`config.mk`:
```
export PLATFORM = sky130hd
export DESIGN_NAME = smis_tunit
export DESIGN_NICKNAME = d
export VERILOG_FILES = /design/src/hw/rtl/smis_pkg.sv /design/src/hw/rtl/smis_tunit.sv
export SDC_FILE = /design/constraint.sdc
export NUM_CORES = 1
export LEC_CHECK = 0
export BUFFER_PORTS_ARGS = -buffer_cell sky130_fd_sc_hd__buf_2
export CORE_UTILIZATION = 45
export DETAILED_ROUTE_END_ITERATION = 8
export PLACE_DENSITY = 0.85
export SLEW_MARGIN = 20
export SYNTH_ARGS = -nofsm -noshare
export SYNTH_HDL_FRONTEND = slang
export SYNTH_SLANG_ARGS = --single-unit
```
`constraint.sdc`:
```
create_clock -name vclk -period 7.7
set_clock_uncertainty 0.15 [all_clocks]
set_input_delay 0.385 -clock vclk [all_inputs]
set_output_delay 0.385 -clock vclk [all_outputs]
set_load 0.01 [all_outputs]
```
`src/hw/rtl/smis_pkg.sv`:
```
// Package for the slack-maximising insertion scheduler.
// Holds sizes, time and slack types, the job record and the beat payloads.
// No dependencies.
package smis_pkg;

    localparam int MAX_JOBS  = 64;
    localparam int TIME_BITS = 32;
    localparam int IDX_W     = $clog2(MAX_JOBS);
    localparam int CNT_W     = $clog2(MAX_JOBS + 1);
    localparam int TOT_W     = TIME_BITS + CNT_W + 1;

    typedef logic [TIME_BITS-1:0]        t_time;
    typedef logic signed [TIME_BITS:0]   t_slk;
    typedef logic signed [TOT_W-1:0]     t_tot;
    typedef logic [CNT_W-1:0]            t_cnt;
    typedef logic [IDX_W-1:0]            t_idx;

    typedef enum logic {
        FUNC_TRY     = 1'b0,
        FUNC_PERFORM = 1'b1
    } t_func;

    typedef struct packed {
        t_time arrival;
        t_time deadline;
        t_time start;
        t_time stop;
    } t_job;

    typedef struct packed {
        t_func func;
        t_time arrival;
        t_time deadline;
        t_time duration;
        t_time start_time;
        t_time end_time;
    } t_in_beat;

    typedef struct packed {
        t_time out_arrival;
        t_time out_deadline;
        t_time out_start;
        t_time out_end;
        logic  fail;
        t_cnt  job_count;
    } t_out_beat;

    // run time of a stored job, zero when it ends before it starts
    function automatic t_time jdur(input t_job j);
        jdur = (j.stop >= j.start) ? t_time'(j.stop - j.start) : '0;
    endfunction

endpackage

```
`src/hw/rtl/smis_tunit.sv`:
```
// Shared time unit: saturating max(a, b) + d and the slack dl - result.
// Depends on smis_pkg.
module smis_tunit (
    input  smis_pkg::t_time i_a,
    input  smis_pkg::t_time i_b,
    input  smis_pkg::t_time i_d,
    input  smis_pkg::t_time i_dl,
    output smis_pkg::t_time o_sum,
    output smis_pkg::t_slk  o_slk
);
    import smis_pkg::*;

    t_time                mx;
    logic [TIME_BITS:0]   raw;

    assign mx    = (i_a > i_b) ? i_a : i_b;
    assign raw   = {1'b0, mx} + {1'b0, i_d};
    assign o_sum = raw[TIME_BITS] ? '1 : raw[TIME_BITS-1:0];
    assign o_slk = $signed({1'b0, i_dl}) - $signed({1'b0, o_sum});

endmodule

```
==> results_dict.tcl, run 1 <==
set metrics [dict create \
    outcome "finished, final reports clean" \
    clock_buffers 0 \
    synthToLayoutAreaGrowth_pct 27.3 \
    worst_ep_required_time_ps 7160 \
    fin_crit_ps 7340 \
    start_kind "input port" \
    power_density_nw_per_um2 209 \
    fin_crit_sh_pct 95.4 \
    max_stage_delay_ps 470 \
    cp_max_fo 12 \
    cp_common_cell "ha_1" \
    initial_core_util_pct 47.0 \
    syn_nets 914 \
    io_buffer_count 193 \
    grt.overflow.total 0 \
    multi_input_area_sq_um 4620 \
    layout_commonest_cell "buf_2" \
    synthDistinctLibCells 58 \
    num-nets-final 1114 \
    max_freq_mhz 136 \
    relSlewSlack_pct 56.2 \
    io_pins 193 \
    dr.pass1.iters 5 \
    place_area_sq_um 6110 \
    antenna_cells 0 \
    core_area_sq_um 10400 \
    chipWidth_um 106 \
    syn_area_per_cell_sq_um 7.11 \
    final_cell_area_sq_um 6230 \
    end_kind "output port" \
    setup_viol 0 \
    final_cell_mix "buf_2, ha_1, a21oi_1, inv_1, nor2_1" \
    worst_slew_pin_slew_ps 649 \
    worst-path-buf-inv 4 \
    p_leak_nw 3.33 \
    vdd_ir_drop_max_v 0.000159 \
    fillCellCount 1028 \
    grt_util_all_layers_pct 25.9 \
    grt_pass1_vias 5250 \
    max_cap_viol_count 0 \
    ant_nets 0 \
    fp-row-count 37 \
    synth_area_sq_um 4890 \
    routed_wl_um 15300 \
    slowest_stage "or3b_4" \
    seq_cells 0 \
    post-route-drc-count 0 \
    worstHoldStart "i_dl[31]" \
    drive_above_1_share_pct 31.2 \
    maxSlewViolCount 0 \
    hold_viol 0 \
    netlist_instances 688 \
    yosysSeqAreaShare_pct 0 \
    startpoint "i_b[15]" \
    dieHeight_um 106 \
    wire_per_inst_um 15.0 \
    grt_start_max_net_pins 22 \
    critical_path_class "in -> out" \
    grt_first_pass_wirelength_um 24400 \
    crit_cells 30 \
    ys_warn_count 0 \
    path_delay_family "compound AO/OA/AOI/OAI gates" \
    worstHoldPathType "in -> out" \
    antenna_found_initial 0 \
    critical_path.endpoint "o_slk[30]" \
    crit_arrival_ps 6810 \
    hold_ws_ps 1010 \
    num_vias 5775 \
    place_congestion 0.962 \
    via_per_inst 5.65 \
    die_area_sq_um 11300 \
    regArea_sq_um 0 \
    post-dp-hpwl_um 13300 \
    drtIter0Drc 274 \
]
==> tightest hold or removal path, cell delays in order <==
cell     delay [ps]
buf_2            80
ha_1            150
a21oi_2          30
buf_2           130
==> cells in the mapped netlist (2+ instances only) <==
| master | instances | area share, % |
|---|---|---|
| ha_1 | 96 | 25 |
| a21oi_1 | 73 | 7.5 |
| inv_1 | 67 | 5.1 |
| nor2_1 | 59 | 4.5 |
| a21o_1 | 49 | 7.5 |
| nand2_1 | 35 | 2.7 |
| xnor2_1 | 34 | 6.1 |
| mux2_2 | 33 | 7.6 |
| o21ai_0 | 32 | 3.3 |
| xor2_1 | 21 | 3.8 |
| clkbuf_1 | 16 | 1.2 |
| nand4_1 | 16 | 2.0 |
| nand2b_1 | 15 | 1.9 |
| nand3_1 | 14 | 1.4 |
| o21a_1 | 14 | 2.1 |
| nor2b_1 | 12 | 1.5 |
| nor3_1 | 12 | 1.2 |
| a31oi_1 | 8 | 1.0 |
| o211ai_1 | 8 | 1.2 |
| o21bai_1 | 7 | 1.1 |
| buf_2 | 6 | 0.61 |
| a211oi_1 | 4 | 0.61 |
| mux2i_1 | 4 | 0.82 |
| o31ai_1 | 4 | 0.61 |
| or3_1 | 4 | 0.51 |
| a211o_1 | 3 | 0.54 |
| a31o_2 | 3 | 0.54 |
| and3_1 | 3 | 0.38 |
| a21boi_0 | 2 | 0.31 |
| a41oi_2 | 2 | 0.66 |
| fa_1 | 2 | 0.82 |
| o22ai_1 | 2 | 0.26 |
| o311ai_0 | 2 | 0.36 |
| o31a_1 | 2 | 0.36 |
==> power breakdown <==
group / switching, W / internal, W
clock: 0 / 0
sequential: 0 / 0
combinational: 0.000734 / 0.000570
total: 0.000734 / 0.000570
==> worst min path at each step <==
stage / end / depth (start not counted)
floorplan: o_slk[32] / 2
global placement: o_slk[32] / 4
detailed placement: o_slk[32] / 4
CTS: o_slk[32] / 4
global route: o_slk[32] / 4
finish: o_slk[32] / 4
==> cell type report <==
type | count | area share (%)
Multi-Input combinational cell | 599 | 74.3
Inverter | 67 | 4.04
Timing Repair Buffer | 220 | 19.0
Tap cell | 136 | 2.73
==> metal layers <==
layer | GRT usage [%] | wire length [um]
met3 | 1.59 | 1050
met2 | 47.5 | 7440
met5 | 0 | 0
met4 | 3.27 | 221
met1 | 33.9 | 6640
==> stage by stage <==
| stage | worst slack [ps] | instances | util (%) | setup TNS (ps) | total power (W) |
|---|---|---|---|---|---|
| 2_1_floorplan | 546 | 688 | - | 0 | 0.000853 |
| 3_3_place_gp | 145 | 1016 | 58.7 | 0 | 0.00124 |
| 3_5_place_dp | -56.5 | 1016 | 58.7 | -117 | 0.00125 |
| 4_1_cts | 27.0 | 1016 | 58.7 | 0 | 0.00126 |
| 5_1_grt | -8.80 | 1022 | 59.8 | -11.1 | 0.00143 |
| 6_report | 357 | 1022 | 59.8 | 0 | 0.00130 |
==> cells by family after synthesis <==
kind of cell	after synthesis	synth area share, %
AO/OA/AOI/OAI	233	32.2
XOR/XNOR	55	9.85
adder cells (fa/ha/maj)	98	25.4
buffers and inverters	89	6.98
multiplexers	37	8.41
AND/OR/NAND/NOR	176	17.2
==> what timing repair did <==
action / CTS / global route
resized for setup: 1 / 17
setup endpoints to repair: 4 / 15
pin swaps: 0 / 8
hold buffers: 0 / 0
buffers inserted: 0 / 6
hold endpoints to repair: 0 / 0
No activity file was read; power rests on OpenSTA's default activity.
==> run 2, diff against run 1 <==
--- a/config.mk
+++ b/config.mk
@@ -5,9 +5,11 @@
 export SDC_FILE = /design/constraint.sdc
 export NUM_CORES = 1
 export LEC_CHECK = 0
+export ABC_CLOCK_PERIOD_IN_PS = 7700
 export BUFFER_PORTS_ARGS = -buffer_cell sky130_fd_sc_hd__buf_2
 export CORE_UTILIZATION = 45
 export DETAILED_ROUTE_END_ITERATION = 8
+export MAX_ROUTING_LAYER = met4
 export PLACE_DENSITY = 0.85
 export SLEW_MARGIN = 20
 export SYNTH_ARGS = -nofsm -noshare
==> results_dict.tcl, run 2 (synthesized netlist as in run 1, its figures left out) <==
set metrics [dict create \
    final_cell_mix "buf_2, ha_1, a21oi_1, inv_1, nor2_1" \
    wl_met3_um 1130 \
    hold_viol 0 \
    via_per_inst 5.64 \
    post-route-drc-count 0 \
    grt_util_all_layers_pct 25.3 \
    wl_met1_um 6460 \
    setup_viol 0 \
    grt.overflow.total 0 \
    wire_per_inst_um 14.8 \
    wl_met2_um 7470 \
    ant_nets 0 \
    drive_above_1_share_pct 30.4 \
    outcome "finished, final reports clean" \
    max_freq_mhz 137 \
    worst_slew_pin_slew_ps 716 \
    fin_crit_sh_pct 95.1 \
    end_kind "output port" \
    post-dp-hpwl_um 13000 \
    whs_endpoint "o_slk[32]" \
    routed_wl_um 15100 \
    place_area_sq_um 6070 \
    regArea_sq_um 0 \
    max_cap_viol_count 0 \
    critical_path_class "in -> out" \
    num-nets-final 1107 \
    drtIter0Drc 273 \
    die_area_sq_um 11300 \
    slowest_stage "or3b_4" \
    p_leak_nw 3.29 \
    grt_pass1_vias 5195 \
    clock_buffers 0 \
    dr.pass1.iters 4 \
    worstHoldStart "i_dl[31]" \
    worstHoldPathType "in -> out" \
    core_area_sq_um 10400 \
    cp_max_fo 8 \
    fp-row-count 37 \
    relSlewSlack_pct 51.7 \
    chipWidth_um 106 \
    antenna_cells 0 \
    grt_first_pass_wirelength_um 23300 \
    hold_path_depth 4 \
    instances_no_fill 1015 \
    initial_core_util_pct 47.0 \
    power_density_nw_per_um2 209 \
    routed.top_layer "met4" \
    worst_ep_required_time_ps 7160 \
    seq_cells 0 \
    crit_arrival_ps 6790 \
    dieHeight_um 106 \
    max_stage_delay_ps 450 \
    final_cell_area_sq_um 6170 \
    post-place-cells 1011 \
    num_vias 5728 \
    final_core_util_pct 59.2 \
    cp_common_cell "ha_1" \
    io_buffer_count 193 \
    start_kind "input port" \
    grt_start_max_net_pins 22 \
    synthToLayoutAreaGrowth_pct 26.1 \
    vdd_ir_drop_max_v 0.000173 \
    place_congestion 0.993 \
    maxSlewViolCount 0 \
    antenna_found_initial 0 \
    fillCellCount 1020 \
    fin_crit_ps 7330 \
    layout_commonest_cell "buf_2" \
    io_pins 193 \
]
-- run 2: metal layers --
metal | vias to the layer above | track usage [%]
met5 | - | -
met4 | 0 | 0.496
met3 | 2 | 1.53
met2 | 231 | 46.3
met1 | 2610 | 32.2
li1 | 2885 | -
-- run 2: stage by stage --
stage / setup WS, ps / hold WS, ps / power, W / TNS, ps
after global routing: -37.3 / 1030 / 0.00141 / -162
after floorplan: 546 / 802 / 0.000853 / 0
after CTS: 58.2 / 1010 / 0.00125 / 0
after global placement: 171 / 1000 / 0.00124 / 0
after detailed placement: 105 / 1010 / 0.00124 / 0
final: 375 / 1010 / 0.00129 / 0
-- run 2: what timing repair did --
item,CTS,global route
resized for setup,0,13
hold buffers,0,0
setup endpoints to repair,0,16
buffers inserted,0,4
-- run 2: worst max path at each step --
stage | cells after the start | from | slack [ps] | to
after floorplan | 30 | i_b[15] | 550 | o_slk[30]
after CTS | 30 | i_a[17] | 60 | o_slk[26]
final | 30 | i_b[14] | 370 | o_slk[29]
after global placement | 30 | i_a[29] | 170 | o_slk[31]
after detailed placement | 30 | i_a[17] | 100 | o_slk[26]
after global routing | 30 | i_b[14] | -40 | o_slk[23]
-- run 2: area by class of cell --
cell class,instances,area [sq um],area share [%]
inverter,67,251,4.08
tap,136,170,2.76
timing repair buffer,213,1130,18.3
multi-input combinational,599,4620,74.9
-- run 2: critical path: cells and delay by family --
| family | cells | cell delay (ps) |
|---|---|---|
| AOI/OAI and AO/OA | 10 | 2300 |
| xor gates and xnor gates | 1 | 180 |
| and+or+nand+nor | 9 | 1980 |
| adders and majority gates | 4 | 1020 |
| buffers and inverters | 5 | 540 |
| muxes | 1 | 360 |
-- run 2: where the power goes --
part	leakage, nW	internal (W)	total [W]	switching [W]
Combinational	3.29	0.000561	0.00129	0.000726
Clock	0	0	0	0
Sequential	0	0	0	0
Total	3.29	0.000561	0.00129	0.000726
==> run 3, diff against run 2 <==
--- a/config.mk
+++ b/config.mk
@@ -7,10 +7,12 @@
 export LEC_CHECK = 0
 export ABC_CLOCK_PERIOD_IN_PS = 7700
 export BUFFER_PORTS_ARGS = -buffer_cell sky130_fd_sc_hd__buf_2
-export CORE_UTILIZATION = 45
+export CELL_PAD_IN_SITES_DETAIL_PLACEMENT = 1
+export CELL_PAD_IN_SITES_GLOBAL_PLACEMENT = 1
+export CORE_UTILIZATION = 36
 export DETAILED_ROUTE_END_ITERATION = 8
 export MAX_ROUTING_LAYER = met4
-export PLACE_DENSITY = 0.85
+export PLACE_DENSITY = 0.95
 export SLEW_MARGIN = 20
 export SYNTH_ARGS = -nofsm -noshare
 export SYNTH_HDL_FRONTEND = slang
==> results_dict.tcl, run 3 (synthesized netlist as in run 1, its figures left out) <==
set metrics [dict create \
    grt_pass1_vias 6079 \
    final_cell_mix "buf_2, ha_1, a21oi_1, inv_1, nor2_1" \
    num-nets-final 1130 \
    chipWidth_um 119 \
    instances_no_fill 1079 \
    outcome "finished, final reports clean" \
    combPwrFrac_pct 100.0 \
    worst-path-buf-inv 4 \
    routed_wl_um 18900 \
    layout_commonest_cell "buf_2" \
    post-dp-hpwl_um 16300 \
    drtIter0Drc 230 \
    regArea_sq_um 0 \
    intPower_w 0.000600 \
    grt_start_max_net_pins 16 \
    max_stage_delay_ps 480 \
    worst_slew_pin_slew_ps 797 \
    relSlewSlack_pct 46.2 \
    clock_buffers 0 \
    p_leak_nw 3.43 \
    dieHeight_um 119 \
    end_kind "output port" \
    hold_viol 0 \
    wire_per_inst_um 17.6 \
    hold_ws_ps 1010 \
    drive_above_1_share_pct 34.9 \
    cp_max_fo 7 \
    io_pins 193 \
    slowest_stage "or3b_4" \
    antenna_found_initial 1 \
    critical_path_class "in -> out" \
    post-place-cells 1065 \
    fin_crit_sh_pct 97.5 \
    max_freq_mhz 133 \
    vdd_ir_drop_max_v 0.000133 \
    post-route-drc-count 0 \
    p_seq_share_pct 0 \
    seq_cells 0 \
    grt.overflow.total 0 \
    grt_first_pass_wirelength_um 28800 \
    ctsHoldBuffers 0 \
    num_vias 6036 \
    path_delay_family "compound AO/OA/AOI/OAI gates" \
    start_kind "input port" \
    max_cap_viol_count 0 \
    hold_path_depth 4 \
    initial_core_util_pct 36.9 \
    switchingPower_w 0.000785 \
    maxSlewViolCount 0 \
    setup_viol 0 \
    dr.pass1.iters 4 \
    core_area_sq_um 13200 \
    pwr-share-clk_pct 0 \
    worst_ep_required_time_ps 7160 \
    place_congestion 0.954 \
    synthToLayoutAreaGrowth_pct 32.5 \
    cp_common_cell "ha_1" \
    via_per_inst 5.59 \
    die_area_sq_um 14100 \
    io_buffer_count 193 \
    crit_cells 30 \
    worstHoldPathType "in -> out" \
    crit_arrival_ps 6980 \
    power_density_nw_per_um2 214 \
    fp-row-count 42 \
    layout_setup_ws_ps 189 \
    fin_crit_ps 7510 \
    pre_cts_ws_ps -146 \
    ant_nets 0 \
    power.share.switching_pct 56.7 \
    grt_util_all_layers_pct 25.5 \
]
run 3: changes by cell type in the layout (fill, tap and decap cells not counted), moves of 3 or more:
cell / previous run / this run
buf_4: 19 / 41
nor2_1: 57 / 52
a21oi_1: 71 / 67
a21oi_2: 3 / 7
nor2_2: 1 / 5
o21ai_0: 30 / 27
run 3: cell type report:
| class | instances | area (sq um) |
|---|---|---|
| Inverter | 67 | 251 |
| Timing Repair Buffer | 235 | 1280 |
| Antenna cell | 1 | 2.50 |
| Multi-Input combinational cell | 600 | 4720 |
| Tap cell | 176 | 220 |
| Fill cell | 1784 | 6760 |
run 3: routing by layer:
layer	up-vias	GRT usage [%]	routed length (um)
met4	0	6.01	361
met1	2856	29.8	7890
li1	2942	-	-
met2	210	46.6	9720
met5	-	-	0
met3	28	2.17	966
run 3: what timing repair did:
| action | CTS | global route |
|---|---|---|
| pin swaps | 0 | 19 |
| resized for setup | 3 | 44 |
| setup endpoints to repair | 11 | 16 |
| cloned | 0 | 1 |
| endpoints found under the hold margin | 0 | 0 |
| setup buffers | 0 | 12 |
run 3: tightest hold or removal path, delay by kind of cell:
family / cells / cell delay (ps)
fa+ha+maj: 1 / 150
buf+inv: 2 / 210
compound gates: 1 / 40
run 3: path summary, 6_finish.rpt:
check / start / endpoint
min: i_dl[31] / o_slk[32]
max: i_b[1] / o_slk[26]
run 3: stage by stage:
| step | utilization (%) | TNS, ps | total power (W) | area, sq um |
|---|---|---|---|---|
| final | 48.9 | 0 | 0.00138 | 6480 |
| after detailed placement | 46.9 | -458 | 0.00131 | 6220 |
| after global placement | 46.9 | 0 | 0.00127 | 6220 |
| after floorplan | - | 0 | 0.000853 | 4890 |
| after global routing | 48.9 | -550 | 0.00151 | 6480 |
| after CTS | 47.1 | 0 | 0.00132 | 6230 |
run 3: power by group through the flow:
stage | sequential, W | combinational (W) | clock [W]
after global routing | 0 | 0.00151 | 0.0000000000174
after global placement | 0 | 0.00127 | 0
final | 0 | 0.00138 | 0.0000000000174
after detailed placement | 0 | 0.00131 | 0
after floorplan | 0 | 0.000853 | 0
after CTS | 0 | 0.00132 | 0
